### src/hdl/gf2rb_pkg.sv
// Package with shared types and constants of the GF(2) rank basis block.
package gf2rb_pkg;

	// Fixed field widths of the stream items and the config register
	localparam int COL_W      = 10;
	localparam int DIM_W      = 4;
	localparam int RANK_OUT_W = 4;
	localparam int S_TDATA_W  = 16;
	localparam int M_TDATA_W  = 8;

	localparam logic [DIM_W-1:0]      DIM_RESET    = 4'd10;
	localparam logic [RANK_OUT_W-1:0] RANK_OUT_MAX = '1;

	// Control bits that travel with a column down the chain
	typedef struct packed {
		logic valid;
		logic start;
		logic indep;
	} gf2rb_ctl_t;

endpackage

### src/hdl/gf2rb_cell.sv
// One pivot cell: holds the basis slot for one leading-bit position.
module gf2rb_cell #(
	parameter int VEC_WIDTH = 10,
	parameter int K         = 0
) (
	input  logic                   clk,
	input  logic                   arst_n,
	input  logic                   en,
	input  logic [VEC_WIDTH-1:0]   vec_in,
	input  gf2rb_pkg::gf2rb_ctl_t  ctl_in,
	output logic [VEC_WIDTH-1:0]   vec_out,
	output gf2rb_pkg::gf2rb_ctl_t  ctl_out
);

	logic [VEC_WIDTH-1:0]  slot_q;
	logic [VEC_WIDTH-1:0]  slot_eff;
	logic [VEC_WIDTH-1:0]  vec_nxt;
	logic [VEC_WIDTH-1:0]  vec_s1;
	logic                  hit;
	logic                  insert;
	gf2rb_pkg::gf2rb_ctl_t ctl_nxt;
	gf2rb_pkg::gf2rb_ctl_t ctl_s1;

	// Drop the slot when this item opens a new set
	assign slot_eff = ctl_in.start ? '0 : slot_q;

	// Reduce on a set top bit, or claim the empty slot
	always_comb begin
		hit     = ctl_in.valid && !ctl_in.indep && vec_in[K];
		insert  = hit && (slot_eff == '0);
		vec_nxt = (hit && !insert) ? (vec_in ^ slot_eff) : vec_in;
		ctl_nxt = ctl_in;
		ctl_nxt.indep = ctl_in.indep | insert;
	end

	// Update the slot as an item passes
	always_ff @(posedge clk or negedge arst_n) begin
		if (!arst_n) begin
			slot_q <= '0;
		end else if (en && ctl_in.valid) begin
			slot_q <= insert ? vec_in : slot_eff;
		end
	end

	// Hand the item to the next cell
	always_ff @(posedge clk or negedge arst_n) begin
		if (!arst_n) begin
			ctl_s1 <= '0;
		end else if (en) begin
			ctl_s1 <= ctl_nxt;
		end
	end

	always_ff @(posedge clk) begin
		if (en) begin
			vec_s1 <= vec_nxt;
		end
	end

	assign vec_out = vec_s1;
	assign ctl_out = ctl_s1;

endmodule

### src/hdl/gf2rb_rank.sv
// Rank counter and output register at the end of the cell chain.
module gf2rb_rank #(
	parameter int VEC_WIDTH = 10
) (
	input  logic                               clk,
	input  logic                               arst_n,
	input  logic                               en,
	input  gf2rb_pkg::gf2rb_ctl_t              ctl_in,
	input  logic [gf2rb_pkg::DIM_W-1:0]        syndrome_dim,
	output logic                               m_tvalid,
	output logic [gf2rb_pkg::M_TDATA_W-1:0]    m_tdata
);

	localparam int RANK_W = $clog2(VEC_WIDTH + 1);
	localparam int CMP_W  = (RANK_W > gf2rb_pkg::DIM_W) ? RANK_W : gf2rb_pkg::DIM_W;
	localparam int PAD_W  = gf2rb_pkg::M_TDATA_W - gf2rb_pkg::RANK_OUT_W - 2;

	logic [RANK_W-1:0]                rank_q;
	logic [RANK_W-1:0]                rank_nxt;
	logic [gf2rb_pkg::RANK_OUT_W-1:0] rank_sat;
	logic                             over_nxt;
	logic                             tvalid_q;
	logic [gf2rb_pkg::M_TDATA_W-1:0]  tdata_q;

	// Count inserted columns, restart on a new set
	always_comb begin
		rank_nxt = ctl_in.start ? RANK_W'(ctl_in.indep)
		                        : rank_q + RANK_W'(ctl_in.indep);
		over_nxt = CMP_W'(rank_nxt) > CMP_W'(syndrome_dim);
		if (CMP_W'(rank_nxt) > CMP_W'(gf2rb_pkg::RANK_OUT_MAX)) begin
			rank_sat = gf2rb_pkg::RANK_OUT_MAX;
		end else begin
			rank_sat = gf2rb_pkg::RANK_OUT_W'(rank_nxt);
		end
	end

	always_ff @(posedge clk or negedge arst_n) begin
		if (!arst_n) begin
			rank_q   <= '0;
			tvalid_q <= 1'b0;
		end else if (en) begin
			tvalid_q <= ctl_in.valid;
			if (ctl_in.valid) begin
				rank_q <= rank_nxt;
			end
		end
	end

	// Hold the result until it is taken
	always_ff @(posedge clk) begin
		if (en && ctl_in.valid) begin
			tdata_q <= {PAD_W'(0), over_nxt, ctl_in.indep, rank_sat};
		end
	end

	assign m_tvalid = tvalid_q;
	assign m_tdata  = tdata_q;

endmodule

### src/hdl/gf2_rank_basis_top.sv
// Top level of the GF(2) rank basis block: input stage, cell chain, rank output.
//
// channel | direction | handshake            | payload
// s_*     | in        | s_tvalid / s_tready  | s_tdata: column; s_tuser: start_req
// m_*     | out       | m_tvalid / m_tready  | m_tdata: rank, independent, over_dim
// cfg_*   | in        | cfg_valid / cfg_ready| cfg_data: syndrome_dim
//
// One column enters per cycle while the chain is not stalled; each result passes through
// one register per pivot cell in the chain and then the rank register.
// Reset clears every basis slot, the rank and all valid bits; syndrome_dim goes to 10.
// A result that is not taken stalls the whole chain; s_tready follows it.
// cfg_ready is always high.
module gf2_rank_basis_top #(
	parameter int VEC_WIDTH = 10
) (
	input  logic                              clk,
	input  logic                              arst_n,
	input  logic                              s_tvalid,
	output logic                              s_tready,
	input  logic [gf2rb_pkg::S_TDATA_W-1:0]   s_tdata,  // [9:0] column, [15:10] zero
	input  logic                              s_tuser,  // [0] start_req
	output logic                              m_tvalid,
	input  logic                              m_tready,
	output logic [gf2rb_pkg::M_TDATA_W-1:0]   m_tdata,  // [3:0] rank, [4] independent,
	                                                    // [5] over_dim, [7:6] zero
	input  logic                              cfg_valid,
	output logic                              cfg_ready,
	input  logic [gf2rb_pkg::DIM_W-1:0]       cfg_data
);

	logic                        en;
	logic [gf2rb_pkg::DIM_W-1:0] syndrome_dim_q;
	logic [VEC_WIDTH-1:0]        vec   [0:VEC_WIDTH];
	gf2rb_pkg::gf2rb_ctl_t       ctl   [0:VEC_WIDTH];

	// Advance the chain whenever the output register can take a result
	assign en        = !m_tvalid || m_tready;
	assign s_tready  = en;
	assign cfg_ready = 1'b1;

	// Hold the dimension limit
	always_ff @(posedge clk or negedge arst_n) begin
		if (!arst_n) begin
			syndrome_dim_q <= gf2rb_pkg::DIM_RESET;
		end else if (cfg_valid) begin
			syndrome_dim_q <= cfg_data;
		end
	end

	// Mask the column to the vector width and mark it as a fresh item
	assign vec[0] = VEC_WIDTH'(s_tdata[gf2rb_pkg::COL_W-1:0]);
	assign ctl[0] = '{valid: s_tvalid, start: s_tuser, indep: 1'b0};

	// Chain of pivot cells, top bit first
	for (genvar i = 0; i < VEC_WIDTH; i++) begin : g_cell
		gf2rb_cell #(
			.VEC_WIDTH (VEC_WIDTH),
			.K         (VEC_WIDTH - 1 - i)
		) u_cell (
			.clk     (clk),
			.arst_n  (arst_n),
			.en      (en),
			.vec_in  (vec[i]),
			.ctl_in  (ctl[i]),
			.vec_out (vec[i+1]),
			.ctl_out (ctl[i+1])
		);
	end

	gf2rb_rank #(
		.VEC_WIDTH (VEC_WIDTH)
	) u_rank (
		.clk          (clk),
		.arst_n       (arst_n),
		.en           (en),
		.ctl_in       (ctl[VEC_WIDTH]),
		.syndrome_dim (syndrome_dim_q),
		.m_tvalid     (m_tvalid),
		.m_tdata      (m_tdata)
	);

endmodule

### config.mk
export PLATFORM = sky130hd
export DESIGN_NAME = gf2_rank_basis_top
export DESIGN_NICKNAME = d
export VERILOG_FILES = /design/src/hdl/gf2rb_pkg.sv /design/src/hdl/gf2rb_cell.sv /design/src/hdl/gf2rb_rank.sv /design/src/hdl/gf2_rank_basis_top.sv
export SDC_FILE = /design/constraint.sdc
export NUM_CORES = 1
export LEC_CHECK = 0
export ABC_AREA = 1
export BUFFER_PORTS_ARGS = -buffer_cell sky130_fd_sc_hd__buf_2
export CORE_MARGIN = 1.5
export CORE_UTILIZATION = 45
export DETAILED_ROUTE_END_ITERATION = 16
export GPL_ROUTABILITY_DRIVEN = 0
export HOLD_SLACK_MARGIN = 0.02
export MAX_ROUTING_LAYER = met4
export RECOVER_POWER = 50
export SETUP_SLACK_MARGIN = 0.3
export SYNTH_ARGS = -nofsm -noshare
export SYNTH_HDL_FRONTEND = slang
export SYNTH_SLANG_ARGS = --single-unit
### constraint.sdc
create_clock -name clk -period 7.4 [get_ports clk]
set_input_delay 1.48 -clock clk [delete_from_list [all_inputs] [get_ports clk]]
set_output_delay 1.48 -clock clk [all_outputs]
set_load 0.05 [all_outputs]
### Word-level counts from Yosys, hierarchy flattened

Index checks and enable logic that the tools add are counted.

| word-level totals | value |
|---|---|
| bits in registers | 235 |
| input port bits | 26 |

| cells by class | value |
|---|---|
| $add $sub $neg | 1 |
| $lt $le $gt $ge | 2 |
| multiplexer cells | 30 |
| bitwise gates (word level) | 18 |
| reduce and logical (&&, ||, !) cells | 80 |

Operators by type and width:

| kind | number |
|---|---|
| $mux 10 | 29 |
| $logic_not 10->1 | 10 |
| $xor 10x10->10 | 9 |
| $logic_and 1x1->1 | 49 |
| $logic_not 1->1 | 19 |
| $or 1x1->1 | 9 |
| $add 4x1->4 | 1 |
| $gt 4x4->1 | 1 |
| $gt 4x4->1 const B | 1 |
| $mux 4 | 1 |
| $reduce_and 2->1 | 1 |
| $logic_or 1x1->1 | 1 |

### Depth between registers and ports, before layout

| depth | value |
|---|---|
| depth in word-level cells | 7 |
| mapped depth | 11 |
| depth with buffers taken out | 9 |

### Cells and area by module

Synthesis repeated with hierarchy kept, for this count alone.

| unflattened totals | value |
|---|---|
| cell total of the unflattened synthesis | 1470 |
| area, all modules | 13067.5 µm² |

By module, submodules not included:

| module | instances | cells each | area an instance (µm²) | sequential area each (µm²) |
|---|---|---|---|---|
| gf2rb_cell at g_cell[2].u_cell ... | 5 | 138 | 1222.4 | 625.6 |
| gf2rb_cell at g_cell[4].u_cell | 1 | 142 | 1271.2 | 625.6 |
| gf2rb_cell at g_cell[1].u_cell | 1 | 140 | 1248.7 | 625.6 |
| gf2rb_cell at g_cell[9].u_cell | 1 | 138 | 1241.2 | 625.6 |
| gf2rb_cell at g_cell[8].u_cell | 1 | 138 | 1233.7 | 625.6 |
| gf2rb_cell at g_cell[0].u_cell | 1 | 139 | 1202.4 | 625.6 |
| gf2rb_rank | 1 | 61 | 584.3 | 305.3 |
| gf2_rank_basis_top | 1 | 22 | 173.9 | 102.6 |

### Worst setup path after synthesis

OpenSTA, ideal clock, no wires.

| timing | value |
|---|---|
| path kind | input port to output port |
| start point | input m_tready |
| end point | output s_tready |
| data arrival time | 4.640 ns |
| setup slack | 1.280 ns |
| stages | 3 |
| buffers on the path | 1 |
| cells stage by stage | nor2_4 > inv_2 > clkbuf_1 |

| on the way | value |
|---|---|
| cells in the longest elaborated chain, start to end | 1 |

RTL lines:

| item | line | source |
|---|---|---|
| start, declared | gf2_rank_basis_top.sv:23 | `input logic m_tready,` |
| $logic_or 1x1->1 | gf2_rank_basis_top.sv:37 | `assign en = !m_tvalid \|\| m_tready;` |
| end, declared | gf2_rank_basis_top.sv:19 | `output logic s_tready,` |

Every way passes these cells.

### Worst setup path after layout

| timing | value |
|---|---|
| start point | input m_tready |
| end point | register g_cell[4].u_cell.slot_q[4] |

| on the way | value |
|---|---|
| cells in the longest elaborated chain, start to end | 2 |

RTL lines:

| item | line | source |
|---|---|---|
| $logic_or 1x1->1 | gf2_rank_basis_top.sv:37 |  |
| $logic_and 1x1->1 | gf2rb_cell.sv:40 | `end else if (en && ctl_in.valid) begin` |
| end signal, assigned | gf2rb_cell.sv:41 | `slot_q <= insert ? vec_in : slot_eff;` |
| end, declared | gf2rb_cell.sv:15 | `logic [VEC_WIDTH-1:0] slot_q;` |

Every way passes these cells.
A chain may end at the register's enable or synchronous reset.

==> impl_metrics.tcl <==
set metrics [dict create \
    cts_resized 0 \
    synthArstFlopShare_pct 59.1 \
    grt_pass1_wl_um 43500 \
    max_stage_delay_ps 1480 \
    crit_slowest_cell "clkbuf_1" \
    cts_max_level 1 \
    clk_latency_ps 530 \
    hpwl_um 17000 \
    powerDensity_mw_per_mm2 457 \
    multiInputGateArea_mm2 0.00508 \
    yosysSeqAreaShare_pct 52.4 \
    synth_area_leaders "dfrtp_1 (28%), edfxtp_1 (24%), nand2_1 (15%), xnor2_1 (5.5%), a21oi_1 (4.7%)" \
    p_int_mw 3.60 \
    p_sw_share_pct 40.7 \
    crit_type "in -> reg" \
    ys.flop_type "dfrtp_1" \
    portBuffers 27 \
    ant_nets 0 \
    slew_viol_final 41 \
    hold_path.class "reg -> reg" \
    power.switching_mw 2.47 \
    timing.rr.end "g_cell[4].u_cell.slot_q[4]$_DFFE_PN0P_" \
    antenna_cells 0 \
    clockBufferDepth 3 \
    relSlewSlack_pct -35.8 \
    die_area_mm2 0.0280 \
    clk_pin_slew_ps 60 \
    setup_viol 0 \
    routed-via-count 9184 \
    ir_drop_v 0.000202 \
    antenna_found_initial 0 \
    hp-start "g_cell[9].u_cell.ctl_out[2]$_DFFE_PN0N_" \
    synth_edf_count 96 \
    violations "capacitance limit, slew limit" \
    coreArea_mm2 0.0263 \
    drt-pass1-iter-count 5 \
    cp.arrival_ps 4590 \
    final.period_utilization_pct 55.9 \
    synth.most_common_cell "nand2_1" \
    crit_path_end_kind "flop" \
    synth.top_cell.area_share_pct 28.2 \
    pwr-share-seq_pct 41.2 \
    wirelength_um 25300 \
    r2r_start "u_rank.m_tvalid$_DFFE_PN0N_" \
    clockRootBuffer "clkbuf_16" \
    ios 37 \
    routed_via_density 5.19 \
    power_mw 6.07 \
    cp_num_buf_inv 3 \
    nFillCells 2488 \
    synthToLayoutAreaGrowth_pct 9.23 \
    synth_top_cells_by_count "nand2_1 (472), dfrtp_1 (137), a21oi_1 (114)" \
    crit_family "buffers and inverters" \
    grt-ovfl-total 0 \
    holdBufCountCts 0 \
    regArea_mm2 0.00636 \
    holdPathStages 2 \
    dieHeight_um 167 \
    cap_violations 1 \
    final.setup.tns_ps 0 \
    min_period_ps 4140 \
    drive_above_1_share_pct 9.48 \
    pwr-share-clk_pct 21.3 \
    start_util_pct 46.3 \
    clock_sinks 235 \
    crit_fanout 40 \
    syn_area_per_cell_um2 8.71 \
    cp-start-kind "input pin" \
    drc 0 \
    die_w_um 167 \
    fp-row-count 59 \
    p_comb_share_pct 37.5 \
    grt_usage_pct 19.1 \
    tightestPinTransition_ps 2040 \
    numCtsBuffers 27 \
    hold_violations 0 \
    first_iter_violations 683 \
    reg2regPathDepth 7 \
    grt_max_degree 86 \
    post-synth-top-area-cell "dfrtp_1" \
    crit_required_ps 7850 \
    holdWs_ps 474 \
    grt_pass1_vias 8729 \
    r2r_slack_ps 3940 \
    fmax_mhz 242 \
    outcome "complete, but fails checks" \
    yosys_warnings 0 \
    rsz0062_at_grt "no" \
    p_leak_nw 5.96 \
    synth-seq-cells 235 \
    clock_skew_ps 8.82 \
    nets 1447 \
    holdPathEnd "u_rank.m_tvalid$_DFFE_PN0N_" \
    cts_tree "done" \
    path_cells "buf_2, nor2_1, clkbuf_1, nor2_1, inv_1, a21oi_1, a21oi_1" \
    wl_per_cell_um 14.3 \
    post-cts-setup-buffers 0 \
    synthCells 1396 \
    syn-cell-area_mm2 0.0122 \
    synth_cell_type_count 39 \
]
state kept, by name, summed over array words and instances, names as in the netlist:
name and flops:
g_cell.u_cell.vec_out 90, syndrome_dim_q 4, u_rank.rank_q 4, u_rank.m_tvalid 1, u_rank.m_tdata 6, g_cell.u_cell.slot_q 100, g_cell.u_cell.ctl_out 30
area by class of cell:
type | count | share of cell area [%]
repair buffers | 36 | 1.54
clock buffers | 35 | 5.94
inverters | 88 | 2.52
clock inverters | 14 | 0.688
multi-input cells | 1027 | 38.2
well taps | 335 | 3.16
flip-flops and latches | 235 | 47.9
layout by cell type (no fill, tap or decap), types with 2 or more instances in the layout:
cell	netlist	routed
nand3_1	38	38
nor2_4	14	10
o21ai_2	8	3
o21ai_1	12	12
edfxtp_1	96	96
conb_1	2	3
dfrtp_1	137	137
or2_2	2	2
o22ai_1	2	2
nand4_1	76	76
clkinv_2	0	7
xor2_1	6	6
clkbuf_1	20	4
nor3_1	5	4
buf_4	10	8
buf_2	7	25
ha_1	6	6
o21ai_0	51	56
o21a_1	5	5
nor2_1	96	104
mux2_2	3	3
nor2_2	12	9
xnor2_1	76	76
nand2_4	7	5
clkinv_4	0	3
clkinvlp_4	0	4
nand2_2	12	7
inv_1	59	72
inv_2	21	7
dfstp_2	2	2
clkbuf_16	0	29
clkbuf_8	0	4
a21oi_1	114	114
nand2_1	472	479
clkinv_1	7	7
power groups by stage:
stage	Clock (mW)	Combinational [mW]	Sequential [mW]
6_report	1.29	2.27	2.50
5_1_grt	1.37	2.60	2.58
4_1_cts	1.34	2.36	2.51
3_5_place_dp	0	2.34	2.52
3_3_place_gp	0	2.30	2.51
2_1_floorplan	0	1.89	2.46
routing by layer:
metal | up-vias | part of all wire, % | track usage, %
met4 | 0 | 1.9 | 4.15
met2 | 140 | 46 | 30.5
met1 | 4327 | 48 | 26.1
met5 | - | 0 | -
met3 | 40 | 3.6 | 2.81
li1 | 4677 | - | -
worst min-delay path, delay by kind of cell, from the launching register on:
kind          cells  cell delay (ps)
simple gates      1               60
flops             1              320
buf+inv           1               60
metrics by stage:
step                      std cells  setup slack (ps)  utilization [%]  area (um^2)
after floorplan                1397              1280                -        12200
after CTS                      1770              3270             50.9        13400
after detailed placement       1721              3270             47.6        12500
after global placement         1721              3280             47.6        12500
final                          1770              3260             50.5        13300
after global routing           1770              2940             50.5        13300
how the worst max path moves through the flow:
stage | from | cells past startpoint | slack [ps] | endpoint
final | m_tready | 7 | 3260 | g_cell[4].u_cell.slot_q[4]$_DFFE_PN0P_
after global routing | m_tready | 7 | 2940 | g_cell[4].u_cell.slot_q[2]$_DFFE_PN0P_
after CTS | m_tready | 4 | 3270 | s_tready
after detailed placement | m_tready | 4 | 3270 | s_tready
after global placement | m_tready | 4 | 3280 | s_tready
after floorplan | m_tready | 3 | 1280 | s_tready
cells by family after synthesis:
group / count (synthesis) / share of synthesized area, %
AOI/OAI and AO/OA: 195 / 8.54
adders and majority gates: 6 / 0.618
other: 2 / 0.0618
xor gates and xnor gates: 82 / 5.91
and+or+nand+nor: 738 / 27.1
DFF: 235 / 52.4
buffers and inverters: 135 / 5.13
muxes: 3 / 0.278
Note: power is estimated with default switching activity, not from simulation.
